--- src/escape_sequence_decoder_assert.svh ---
// assertion macros for the escape sequence decoder
`ifndef ESCAPE_SEQUENCE_DECODER_ASSERT_SVH
`define ESCAPE_SEQUENCE_DECODER_ASSERT_SVH

// same-cycle implication, checked out of reset
`define ESD_ASSERT_NOW(label, ante, cons) \
	label: assert property (@(posedge clk) disable iff (!arst_n) (ante) |-> (cons)) \
		else $error("esd check failed");

// next-cycle implication, checked out of reset
`define ESD_ASSERT_NEXT(label, ante, cons) \
	label: assert property (@(posedge clk) disable iff (!arst_n) (ante) |=> (cons)) \
		else $error("esd check failed");

`endif

--- src/esd_pkg.sv ---
// shared types and constants for the escape sequence decoder
`timescale 1ns / 1ps
package esd_pkg;

	localparam int COUNT_BITS = 16;
	localparam int SHOW_BITS  = 16;
	localparam int Q_DEPTH    = 4;
	localparam int Q_AW       = $clog2(Q_DEPTH);
	localparam int Q_CW       = $clog2(Q_DEPTH + 1);

	typedef enum logic [1:0] {
		KIND_CHAR   = 2'd0,
		KIND_END    = 2'd1,
		KIND_BAD    = 2'd2,
		KIND_UNTERM = 2'd3
	} kind_t;

	typedef struct packed {
		logic       v;
		kind_t      kind;
		logic [7:0] val;
	} res_t;

	// at most one word per input byte: up to two results, then optional count clear
	typedef struct packed {
		res_t r0;
		res_t r1;
		logic clr;
	} cmd_t;

	typedef logic [COUNT_BITS-1:0] count_t;

	function automatic logic [SHOW_BITS-1:0] show_count(input count_t c);
		logic [31:0] wide;
		wide = 32'(c);
		if (wide > 32'((64'd1 << SHOW_BITS) - 64'd1))
			return '1;
		return wide[SHOW_BITS-1:0];
	endfunction

endpackage

--- src/escape_sequence_decoder.sv ---
// top level of the escape sequence decoder
//
//  channel | signals                                        | role
//  in      | in_valid, in_ready, in_byte                    | one raw string byte per word
//  out     | out_valid, out_ready, kind, char_value,        | one decoded result per word
//          | char_count, last_of_run                        |
//
// the parser takes one byte per cycle while the four-word queue has room
// each byte yields zero, one or two results; the sequencer sends one per cycle
// while the output slot is free, so a byte with two results stays at the queue head
// results pass through the queue and then the output register
// a byte with no result but a counter clear is popped by the sequencer, no output
// reset is asynchronous; no clearing pass, the block takes bytes right after it
`timescale 1ns / 1ps
`include "escape_sequence_decoder_assert.svh"
module escape_sequence_decoder (
	input  logic        clk,
	input  logic        arst_n,
	input  logic        in_valid,
	output logic        in_ready,
	input  logic [7:0]  in_byte,
	output logic        out_valid,
	input  logic        out_ready,
	output logic [1:0]  kind,
	output logic [7:0]  char_value,
	output logic [15:0] char_count,
	output logic        last_of_run
);
	import esd_pkg::*;

	cmd_t push_word, head;
	logic push, q_full, pop, head_valid;

	esd_front u_front (
		.clk      (clk),
		.arst_n   (arst_n),
		.in_valid (in_valid),
		.in_ready (in_ready),
		.in_byte  (in_byte),
		.q_full   (q_full),
		.push     (push),
		.cmd      (push_word)
	);

	esd_queue u_queue (
		.clk        (clk),
		.arst_n     (arst_n),
		.push       (push),
		.push_word  (push_word),
		.full       (q_full),
		.pop        (pop),
		.head_valid (head_valid),
		.head       (head)
	);

	esd_back u_back (
		.clk         (clk),
		.arst_n      (arst_n),
		.head_valid  (head_valid),
		.head        (head),
		.pop         (pop),
		.out_valid   (out_valid),
		.out_ready   (out_ready),
		.kind        (kind),
		.char_value  (char_value),
		.char_count  (char_count),
		.last_of_run (last_of_run)
	);

	// only decoded characters carry a value
	`ESD_ASSERT_NOW(a_val_only_char, out_valid && kind != KIND_CHAR, char_value == 8'd0)
	// a decoded character has always been counted
	`ESD_ASSERT_NOW(a_char_counted, out_valid && kind == KIND_CHAR, char_count != 16'd0)
	// string end and unterminated escape close their byte's results
	`ESD_ASSERT_NOW(a_end_is_last, out_valid && (kind == KIND_END || kind == KIND_UNTERM),
		last_of_run)
	// a stalled head word with two results is never dropped before its second result
	`ESD_ASSERT_NEXT(a_pair_held, head_valid && head.r1.v && !pop, head_valid)

endmodule

--- src/esd_front.sv ---
// front end: parse state machine, turns each byte into at most one result word
`timescale 1ns / 1ps
module esd_front (
	input  logic        clk,
	input  logic        arst_n,
	input  logic        in_valid,
	output logic        in_ready,
	input  logic [7:0]  in_byte,
	input  logic        q_full,
	output logic        push,
	output esd_pkg::cmd_t cmd
);
	import esd_pkg::*;

	localparam logic [7:0] CH_NUL    = 8'h00;
	localparam logic [7:0] CH_BSLASH = 8'h5C;
	localparam logic [7:0] CH_ZERO   = 8'h30;
	localparam logic [7:0] CH_X_LO   = 8'h78;
	localparam logic [7:0] CH_X_UP   = 8'h58;

	typedef enum logic [4:0] {
		MODE_IDLE = 5'b00001,
		MODE_ESC  = 5'b00010,
		MODE_HEX  = 5'b00100,
		MODE_OCT  = 5'b01000,
		MODE_ERR  = 5'b10000
	} mode_t;

	// simple escape letters; bit 8 marks a known letter
	function automatic logic [8:0] esc_lookup(input logic [7:0] b);
		unique case (b)
			8'h61:   return {1'b1, 8'd7};
			8'h62:   return {1'b1, 8'd8};
			8'h74:   return {1'b1, 8'd9};
			8'h6E:   return {1'b1, 8'd10};
			8'h76:   return {1'b1, 8'd11};
			8'h66:   return {1'b1, 8'd12};
			8'h72:   return {1'b1, 8'd13};
			8'h3F, 8'h27, 8'h22, CH_BSLASH: return {1'b1, b};
			default: return 9'd0;
		endcase
	endfunction

	function automatic logic [4:0] hex_lookup(input logic [7:0] b);
		logic [7:0] t;
		t = 8'd0;
		if (b >= 8'h30 && b <= 8'h39) begin
			t = b - 8'h30;
			return {1'b1, t[3:0]};
		end
		if (b >= 8'h41 && b <= 8'h46) begin
			t = b - 8'h37;
			return {1'b1, t[3:0]};
		end
		if (b >= 8'h61 && b <= 8'h66) begin
			t = b - 8'h57;
			return {1'b1, t[3:0]};
		end
		return 5'd0;
	endfunction

	mode_t      mode_q, mode_d;
	logic [7:0] acc_q, acc_d;
	logic [1:0] dcnt_q, dcnt_d;
	logic       plain;
	logic [4:0] hx;
	logic [8:0] ev;
	logic       is_oct;
	res_t       pr;

	assign in_ready = !q_full;
	assign hx       = hex_lookup(in_byte);
	assign ev       = esc_lookup(in_byte);
	assign is_oct   = (in_byte >= 8'h30) && (in_byte <= 8'h37);

	always_comb begin
		mode_d = mode_q;
		acc_d  = acc_q;
		dcnt_d = dcnt_q;
		cmd    = '0;
		plain  = 1'b0;
		pr     = '0;
		unique case (mode_q)
			MODE_HEX, MODE_OCT: begin
				if ((mode_q == MODE_HEX) ? hx[4] : is_oct) begin
					if (dcnt_q == ((mode_q == MODE_HEX) ? 2'd2 : 2'd3)) begin
						cmd.r0 = '{v: 1'b1, kind: KIND_BAD, val: 8'd0};
						mode_d = MODE_ERR;
					end else begin
						acc_d  = (mode_q == MODE_HEX) ? {acc_q[3:0], hx[3:0]}
						                              : {acc_q[4:0], in_byte[2:0]};
						dcnt_d = dcnt_q + 2'd1;
					end
				end else if (dcnt_q == 2'd0) begin
					// escape with no digits
					if (in_byte == CH_NUL) begin
						cmd.r0  = '{v: 1'b1, kind: KIND_UNTERM, val: 8'd0};
						cmd.clr = 1'b1;
						mode_d  = MODE_IDLE;
					end else begin
						cmd.r0 = '{v: 1'b1, kind: KIND_BAD, val: 8'd0};
						mode_d = MODE_ERR;
					end
				end else begin
					cmd.r0 = '{v: 1'b1, kind: KIND_CHAR, val: acc_q};
					plain  = 1'b1;
				end
			end
			MODE_ESC: begin
				acc_d  = 8'd0;
				dcnt_d = 2'd0;
				if (in_byte == CH_NUL) begin
					cmd.r0  = '{v: 1'b1, kind: KIND_UNTERM, val: 8'd0};
					cmd.clr = 1'b1;
					mode_d  = MODE_IDLE;
				end else if (in_byte == CH_X_LO || in_byte == CH_X_UP) begin
					mode_d = MODE_HEX;
				end else if (in_byte == CH_ZERO) begin
					mode_d = MODE_OCT;
				end else if (ev[8]) begin
					cmd.r0 = '{v: 1'b1, kind: KIND_CHAR, val: ev[7:0]};
					mode_d = MODE_IDLE;
				end else begin
					cmd.r0 = '{v: 1'b1, kind: KIND_BAD, val: 8'd0};
					mode_d = MODE_ERR;
				end
			end
			MODE_ERR: begin
				// silent until the terminator
				if (in_byte == CH_NUL) begin
					cmd.clr = 1'b1;
					mode_d  = MODE_IDLE;
					acc_d   = 8'd0;
					dcnt_d  = 2'd0;
				end
			end
			MODE_IDLE: plain = 1'b1;
			default:   plain = 1'b1;
		endcase

		if (plain) begin
			mode_d = MODE_IDLE;
			acc_d  = 8'd0;
			dcnt_d = 2'd0;
			if (in_byte == CH_NUL) begin
				pr      = '{v: 1'b1, kind: KIND_END, val: 8'd0};
				cmd.clr = 1'b1;
			end else if (in_byte == CH_BSLASH) begin
				mode_d = MODE_ESC;
			end else begin
				pr = '{v: 1'b1, kind: KIND_CHAR, val: in_byte};
			end
			// terminator after pending digits lands in the second slot
			if (cmd.r0.v)
				cmd.r1 = pr;
			else
				cmd.r0 = pr;
		end
	end

	assign push = in_valid && in_ready && (cmd.r0.v || cmd.clr);

	always_ff @(posedge clk or negedge arst_n) begin
		if (!arst_n) begin
			mode_q <= MODE_IDLE;
			acc_q  <= 8'd0;
			dcnt_q <= 2'd0;
		end else if (in_valid && in_ready) begin
			mode_q <= mode_d;
			acc_q  <= acc_d;
			dcnt_q <= dcnt_d;
		end
	end

endmodule

--- src/esd_queue.sv ---
// short word queue between the parser and the result sequencer
`timescale 1ns / 1ps
module esd_queue (
	input  logic          clk,
	input  logic          arst_n,
	input  logic          push,
	input  esd_pkg::cmd_t push_word,
	output logic          full,
	input  logic          pop,
	output logic          head_valid,
	output esd_pkg::cmd_t head
);
	import esd_pkg::*;

	cmd_t            mem_q [Q_DEPTH];
	logic [Q_AW-1:0] wr_q, rd_q;
	logic [Q_CW-1:0] cnt_q;

	assign full       = (cnt_q == Q_CW'(Q_DEPTH));
	assign head_valid = (cnt_q != '0);
	assign head       = mem_q[rd_q];

	always_ff @(posedge clk) begin
		if (push)
			mem_q[wr_q] <= push_word;
	end

	always_ff @(posedge clk or negedge arst_n) begin
		if (!arst_n) begin
			wr_q  <= '0;
			rd_q  <= '0;
			cnt_q <= '0;
		end else begin
			if (push)
				wr_q <= wr_q + 1'b1;
			if (pop)
				rd_q <= rd_q + 1'b1;
			if (push && !pop)
				cnt_q <= cnt_q + 1'b1;
			else if (pop && !push)
				cnt_q <= cnt_q - 1'b1;
		end
	end

endmodule

--- src/esd_back.sv ---
// back end: plays out each word's results, keeps the decoded-char counter
`timescale 1ns / 1ps
module esd_back (
	input  logic          clk,
	input  logic          arst_n,
	input  logic          head_valid,
	input  esd_pkg::cmd_t head,
	output logic          pop,
	output logic          out_valid,
	input  logic          out_ready,
	output logic [1:0]    kind,
	output logic [7:0]    char_value,
	output logic [15:0]   char_count,
	output logic          last_of_run
);
	import esd_pkg::*;

	logic   sel_q;
	count_t cnt_q, cnt_d, cnt_inc;
	res_t   cur;
	logic   is_last, emit, slot_free;

	logic        out_valid_q;
	kind_t       kind_q;
	logic [7:0]  val_q;
	logic [15:0] count_q;
	logic        last_q;

	assign slot_free = !out_valid_q || out_ready;
	assign cur       = sel_q ? head.r1 : head.r0;
	assign is_last   = sel_q || !head.r1.v;
	assign emit      = head_valid && head.r0.v && slot_free;
	// a word with no results only clears the counter
	assign pop       = head_valid && (!head.r0.v || (emit && is_last));
	assign cnt_inc   = (cnt_q == '1) ? cnt_q : cnt_q + 1'b1;

	always_comb begin
		cnt_d = cnt_q;
		if (head_valid && !head.r0.v)
			cnt_d = '0;
		else if (emit && is_last && head.clr)
			cnt_d = '0;
		else if (emit && cur.kind == KIND_CHAR)
			cnt_d = cnt_inc;
	end

	always_ff @(posedge clk or negedge arst_n) begin
		if (!arst_n) begin
			sel_q       <= 1'b0;
			cnt_q       <= '0;
			out_valid_q <= 1'b0;
		end else begin
			cnt_q <= cnt_d;
			if (emit) begin
				sel_q       <= !is_last;
				out_valid_q <= 1'b1;
			end else if (out_ready) begin
				out_valid_q <= 1'b0;
			end
		end
	end

	always_ff @(posedge clk) begin
		if (emit) begin
			kind_q  <= cur.kind;
			val_q   <= (cur.kind == KIND_CHAR) ? cur.val : 8'd0;
			count_q <= (cur.kind == KIND_CHAR) ? show_count(cnt_inc) : show_count(cnt_q);
			last_q  <= is_last;
		end
	end

	assign out_valid   = out_valid_q;
	assign kind        = kind_q;
	assign char_value  = val_q;
	assign char_count  = count_q;
	assign last_of_run = last_q;

endmodule

--- config.mk ---
export PLATFORM = sky130hd
export DESIGN_NAME = escape_sequence_decoder
export DESIGN_NICKNAME = d
export VERILOG_FILES = /design/src/esd_pkg.sv /design/src/escape_sequence_decoder.sv /design/src/esd_front.sv /design/src/esd_queue.sv /design/src/esd_back.sv
export VERILOG_INCLUDE_DIRS = /design/src /design/src/src
export SDC_FILE = /design/constraint.sdc
export NUM_CORES = 1
export LEC_CHECK = 0
export ABC_CLOCK_PERIOD_IN_PS = 7300
export BUFFER_PORTS_ARGS = -buffer_cell sky130_fd_sc_hd__clkbuf_2
export CORE_MARGIN = 4
export CORE_UTILIZATION = 47
export CTS_CLUSTER_SIZE = 16
export DETAILED_ROUTE_END_ITERATION = 8
export PLACE_DENSITY = 0.66
export SETUP_SLACK_MARGIN = 0.3
export SLEW_MARGIN = 10
export SYNTH_ARGS = -nofsm -noshare
export SYNTH_HDL_FRONTEND = slang
export SYNTH_SLANG_ARGS = --single-unit
--- constraint.sdc ---
create_clock -name clk -period 7.3 [get_ports clk]
set_clock_uncertainty 0.05 [all_clocks]
set_input_delay 1.095 -clock clk [delete_from_list [all_inputs] [get_ports clk]]
set_output_delay 1.095 -clock clk [all_outputs]
set_load 0.02 [all_outputs]
# Yosys cells after proc, flatten, opt, wreduce, memory -nomap -nowiden
# Memory sizes are Yosys's and may differ from the RTL's.
# Cells that the tools add are included.
dict set report op_classes {
  n_eq_ne 26
  add_sub_neg 9
  n_reduce_logical 40
  muxes 73
  n_lt_le_gt_ge 7
}
# operator n
set ops {}
lappend ops {{11-bit two-way mux} 9}
lappend ops {{5-bit two-way mux} 17}
lappend ops {{8-bit by 7-bit equality test with 1-bit output (second input constant)} 10}
lappend ops {{16-bit two-way mux} 5}
lappend ops {{9-bit case mux with 8 select lines} 1}
lappend ops {{8-bit two-way mux} 5}
lappend ops {{8-bit by 6-bit equality test with 1-bit output (second input constant)} 4}
lappend ops {{10-bit two-way mux} 3}
lappend ops {{8-bit case mux with 3 select lines} 1}
lappend ops {{23-bit two-way mux} 1}
lappend ops {{11-bit case mux with 2 select lines} 1}
lappend ops {{1-bit two-way mux} 18}
lappend ops {{16-bit by 1-bit adder with 16-bit output (second input constant)} 1}
lappend ops {{16-bit equality test (second input constant)} 1}
lappend ops {{8-bit by 7-bit >= comparator with 1-bit output (second input constant)} 2}
lappend ops {{8-bit by 6-bit less-or-equal comparator with 1-bit output (second input constant)} 2}
lappend ops {{8-bit by 7-bit less-or-equal comparator with 1-bit output (second input constant)} 2}
lappend ops {{1-bit logical AND} 15}
lappend ops {{5-bit case mux with 3 select lines} 1}
lappend ops {{2-bit two-way mux} 5}
lappend ops {{5-bit AND reduction} 2}
lappend ops {{9-bit two-way mux} 1}
lappend ops {{8-bit by 6-bit >= comparator with 1-bit output (second input constant)} 1}
lappend ops {{8-bit logical NOT} 1}
lappend ops {{26 further kinds} 46}
dict set report totals {
  word_cells 169
  out_inout_bits 29
  reg_bits 67
  inputBits 12
  n_memories 1
  ram_bits 92
}
# name words width rd rd_ports_with_merged_regs write_ports line_no
set mem_list {}
lappend mem_list {u_queue.mem_q 4 23 1 0 1 esd_queue.sv:15} ;# cmd_t mem_q [Q_DEPTH];

# Logic depth before layout (Yosys ltp)
dict set report depth {
  ltp_word 20
  depth_mapped 16
  ltp_nobuf 15
}

# By module
# Synthesis repeated with hierarchy kept, for this count alone.
dict set report unflattened {
  hier_cells 618
  hier_area_um2 8084.0
}
# mod area_each_um2 seq_area_each_um2 cells_per_inst n_inst
set modules_own_cells {}
lappend modules_own_cells {esd_queue 3757.4 2937.8 155 1}
lappend modules_own_cells {esd_back 2572.5 1261.2 245 1}
lappend modules_own_cells {esd_front 1754.2 376.6 218 1}

# Least setup slack after synthesis
# Ideal clock, no wire load.
dict set report synth_timing {
  path_kind {input -> register}
  from {in in_byte[0]}
  to {mem u_queue.mem_q[0][0] in the netlist's numbering (enable)}
  path_buffers 1
  arrival_ns 3.553
  path_stages 8
  required_ns 6.850
  setup_time_ns 0.400
  slack_ns 3.297
  path_cell_list {inv_1 > ha_1 > a2111oi_2 > or4_1 > buf_2 > a21oi_1 > o21a_1 > a211oi_2}
}
dict set report synth_between {
  elab_chain_cells 17
  elab_cells_between_ends 49
  cone_classes {7 x order compare; 4 x eq/ne; 30 x mux; 8 x reduce/logical}
}
# element line_no
set synth_lines {}
lappend synth_lines {{start: declaration} escape_sequence_decoder.sv:21} ;# input logic [7:0] in_byte,
lappend synth_lines {{8-bit by 7-bit >= comparator with 1-bit output or 8-bit by 7-bit less-or-equal comparator with 1-bit output (tied branches)} esd_front.sv:55} ;# if (b >= 8'h61 && b <= 8'h66) begin
lappend synth_lines {{1-bit logical AND} esd_front.sv:55}
lappend synth_lines {{1-bit two-way mux (2 in a row)} esd_front.sv:55}
lappend synth_lines {{1-bit two-way mux} esd_front.sv:51} ;# if (b >= 8'h41 && b <= 8'h46) begin
lappend synth_lines {{5-bit two-way mux} esd_front.sv:59} ;# return 5'd0;
lappend synth_lines {{5-bit two-way mux} esd_front.sv:55}
lappend synth_lines {{5-bit two-way mux} esd_front.sv:51}
lappend synth_lines {{1-bit two-way mux} esd_front.sv:85} ;# if ((mode_q == MODE_HEX) ? hx[4] : is_oct) begin
lappend synth_lines {{11-bit two-way mux or 1-bit two-way mux (tied branches)} esd_front.sv:85}
lappend synth_lines {{11-bit case mux with 2 select lines or 1-bit case mux with 2 select lines (tied branches)} esd_front.sv:83} ;# unique case (mode_q)
lappend synth_lines {{11-bit two-way mux or 1-bit two-way mux (tied branches)} {esd_front.sv:154, esd_front.sv:145}}
lappend synth_lines {{23-bit two-way mux (*)} esd_front.sv:141} ;# if (plain) begin
lappend synth_lines {{1-bit logical OR (*)} esd_front.sv:161} ;# assign push = in_valid && in_ready && (cmd.r0.v || cmd.clr);
lappend synth_lines {{1-bit logical AND (*)} esd_front.sv:161}
lappend synth_lines {{1-bit two-way mux (*)} esd_queue.sv:24} ;# if (push)
lappend synth_lines {{1-bit two-way mux (not written as such) (*)} esd_queue.sv:25} ;# mem_q[wr_q] <= push_word;
lappend synth_lines {{end: declaration} esd_queue.sv:15}
# Mark *: on every way between the ends. The rest lies on a longest branch, timed or not. The select of a mux whose other input is x is not followed.

# Worst setup path in the final report
dict set report layout_timing {
  from {in in_byte[0]}
  to {reg u_queue.cnt_q[1]}
}
dict set report layout_between {
  elab_chain_cells 18
  elab_cells_between_ends 52
  cone_classes {7 x order compare; 4 x eq/ne; 29 x mux; 12 x reduce/logical}
}
# element line_no
set layout_lines {}
lappend layout_lines {{8-bit by 7-bit >= comparator with 1-bit output or 8-bit by 7-bit less-or-equal comparator with 1-bit output (tied branches)} esd_front.sv:55}
lappend layout_lines {{1-bit logical AND} esd_front.sv:55}
lappend layout_lines {{1-bit two-way mux (2 in a row)} esd_front.sv:55}
lappend layout_lines {{1-bit two-way mux} esd_front.sv:51}
lappend layout_lines {{5-bit two-way mux} esd_front.sv:59}
lappend layout_lines {{5-bit two-way mux} esd_front.sv:55}
lappend layout_lines {{5-bit two-way mux} esd_front.sv:51}
lappend layout_lines {{1-bit two-way mux} esd_front.sv:85}
lappend layout_lines {{(+2 left out)} n/a}
lappend layout_lines {{11-bit two-way mux or 1-bit two-way mux (tied branches)} {esd_front.sv:154, esd_front.sv:145}}
lappend layout_lines {{23-bit two-way mux (*)} esd_front.sv:141}
lappend layout_lines {{1-bit logical OR (*)} esd_front.sv:161}
lappend layout_lines {{1-bit logical AND (*)} esd_front.sv:161}
lappend layout_lines {{via push} escape_sequence_decoder.sv:32} ;# logic push, q_full, pop, head_valid;
lappend layout_lines {{1-bit logical NOT} esd_queue.sv:40} ;# else if (pop && !push)
lappend layout_lines {{1-bit logical AND} esd_queue.sv:40}
lappend layout_lines {{2-bit nonzero test (no line)} n/a}
lappend layout_lines {{end signal: assignment} esd_queue.sv:39} ;# cnt_q <= cnt_q + 1'b1;
lappend layout_lines {{end signal: assignment} esd_queue.sv:41} ;# cnt_q <= cnt_q - 1'b1;
lappend layout_lines {{end: declaration} esd_queue.sv:17} ;# logic [Q_CW-1:0] cnt_q;
# Mark *: on every way through the listed nets, which the timed path passes. The rest lies on a longest branch. The select of a mux whose other input is x is not followed.
# A chain may end at the register's enable or synchronous reset.

==> metrics <==
DR iter-0 viols 364; number of I/O pins 41; WL final 17030 microns; Synth async-reset ratio between 20 and 30%; CTS tree done; Core Util, Final between 50% and 60%; hold_buf cts 0; Clock Path Buffers 2; htree depth 4; hold_sp u_front.dcnt_q[1]; post-CTS setup buffers 0; first-pass GRT wire length 27100 microns; Reg2Reg Launch Point u_front.mode_q[1]; max_cap viols 0; Area Growth Syn to Fin 11.60%; fin crit share between 50% and 60%; Final Non-Filler Cells 890; routability cong. between 0.9 and 1; largest net degree at the start of global routing slightly above 40; Nets about 700; Tot GR Track Use between 10% and 20%; Slew HR approximately a fifth; min Tclk post-route around 4.2 ns; CTS clk-pin slew, worst paths around 0.060 ns; TNS Setup 0 ns; prevailing post-synth register cell edfxtp_1; outcome finished, final reports clean; Yosys reg bits 155; die width ~140 microns; CTS root buffer clkbuf_16; Post-Syn Instances approximately 630; warning count from the yosys run 0; most instantiated cells after synthesis 115 x edfxtp_1, 57 x nand2_1, 42 x nor2_1; Via-to-Cell Ratio 5.880; antenna-violating nets left 0; share of cells above drive strength 1 about a fifth; Pwr Total between 3 and 4 mW; clock sink count between 150 and 200; Pwr Density 354.5 nW/um^2; CP Data Arrival Time between 4 and 5 ns; most frequent cell after synthesis edfxtp_1; Post-Syn Nets about 660; Synth area leader edfxtp_1; LEAKAGE approximately 3.2 nW; worst vdd ir ~190 uV; core area 16120 sq um; dpl cells ~860; Synth area leaders edfxtp_1 44%, dfrtp_1 12%, mux4_2 5.7%; Post-DP Area approximately 8000 sq um; final hold vios 0; CP startpoint in_byte[0]; TritonCTS Buffers 17; Die Y 137.2 microns; Vias roughly 5200; final max-slew violation count 0; # DRC 0; CP Capture Type register; kind of critical path in2reg; Pre-antenna DRT Iters 5; EDFF count, synth 115; initial antenna violation count 0; Cell Area, Synth 7850 sq um; WL/cell 19.14 microns; CP required roughly 7.6 ns; RSZ-0062 raised after global routing false; worst-margin pin slew between 1 and 1.5 ns; row count 46; # setup viols final 0; CP Launch Type input pin; global route overflow 0; Final Cell Area 8761 sq um; Initial Util 48.71%; Seq/Total Area, Yosys a little under three fifths; syn_area_per_cell between 10 and 15 sq um; post-synth top area share between 40% and 50%; Distinct cells, synth 84; cts repair resizes 0; die area 18830 sq um; port buffer count 40; worst min-delay path class reg2reg; CP max FO 10; f_max around 0.24 GHz; Ant. Diodes 0; placed wire-length estimate between 10000 and 15000 microns; Worst-Skew Late Latency roughly 0.42 ns; number of global-route vias before repair 5117
logic make-up after synthesis:
family	count (synthesis)	share of synthesized area, %
muxes	43	9.452
adders and majority gates	12	2.008
xor gates and xnor gates	22	2.455
DFF	155	56.76
and+or+nand+nor	210	14.52
buffers and inverters	64	3.682
AOI/OAI and AO/OA	126	11.13
cell type report:
type | count | area, sq um
tap | 216 | 270.3
clock buffer | 18 | 429.2
inverter | 29 | 110.1
multi-input combinational | 413 | 3112
fill | 1389 | 7355
sequential | 155 | 4457
timing repair buffer | 45 | 237.7
clock inverter | 14 | 145.1
path summary, 6_finish.rpt:
check | end | slack [ns] | depth (start not counted)
worst max register to register | u_queue.cnt_q[1] | 3.59 | 11
worst min register to register | u_front.dcnt_q[1] | 0.46 | 1
min in group asynchronous | u_front.acc_q[4] | 0.80 | 1
worst max-delay path | u_queue.cnt_q[1] | 3.14 | 14
worst min-delay path | u_front.dcnt_q[1] | 0.46 | 1
max in group asynchronous | u_queue.rd_q[0] | 5.70 | 1
registers in the layout, summed over array words and instances (netlist names), 2 cells and up:
signal             cells
u_front.mode_q         5
u_queue.cnt_q          3
u_front.dcnt_q         2
u_queue.wr_q           2
u_back.cnt_q          16
u_back.char_count     16
u_queue.rd_q           2
u_back.char_value      8
u_back.kind            2
u_front.acc_q          8
u_queue.mem_q         88
layout by cell type, fill, tap and decap left out, types with 11 or more instances in the layout:
cell,n
dfrtp_1,38
clkbuf_2,40
nor2_1,42
edfxtp_1,115
xnor2_1,15
mux4_2,20
clkbuf_16,17
nor3_1,20
a21oi_1,39
nand3_1,17
inv_1,25
nand2_1,57
ha_1,11
per-stage QoR:
stage | setup slack (ns) | hold WS [ns]
after floorplan | 3.297 | 0.4259
after global placement | 2.795 | 0.4462
after detailed placement | 2.731 | 0.4545
after CTS | 3.143 | 0.4653
after global routing | 2.923 | 0.4984
final | 3.137 | 0.4595
per-layer routing:
metal	wire length, microns	global-route usage (%)	part of all wire [%]
met1	7213	24.10	42
met2	8798	32.94	52
met3	719	3.762	4.2
met4	302	6.375	1.8
met5	0	0	0
critical path: stages:
cell and delay (ns):
clkbuf_2 0.16, inv_1 0.11, ha_1 0.26, inv_1 0.12, o311ai_1 0.16, or4_1 0.69, nand3_2 0.17, clkinv_2 0.14
nor3_2 0.35, a21oi_1 0.14, ha_1 0.24, inv_1 0.08, fa_1 0.40, mux2_2 0.28
power by group:
group	switching [mW]	internal [mW]	leakage [nW]
Combinational	0.564	0.364	1.31
Clock	0.346	0.504	0.275
Sequential	0.141	1.19	1.61
Power figures use the tool's default switching activity.
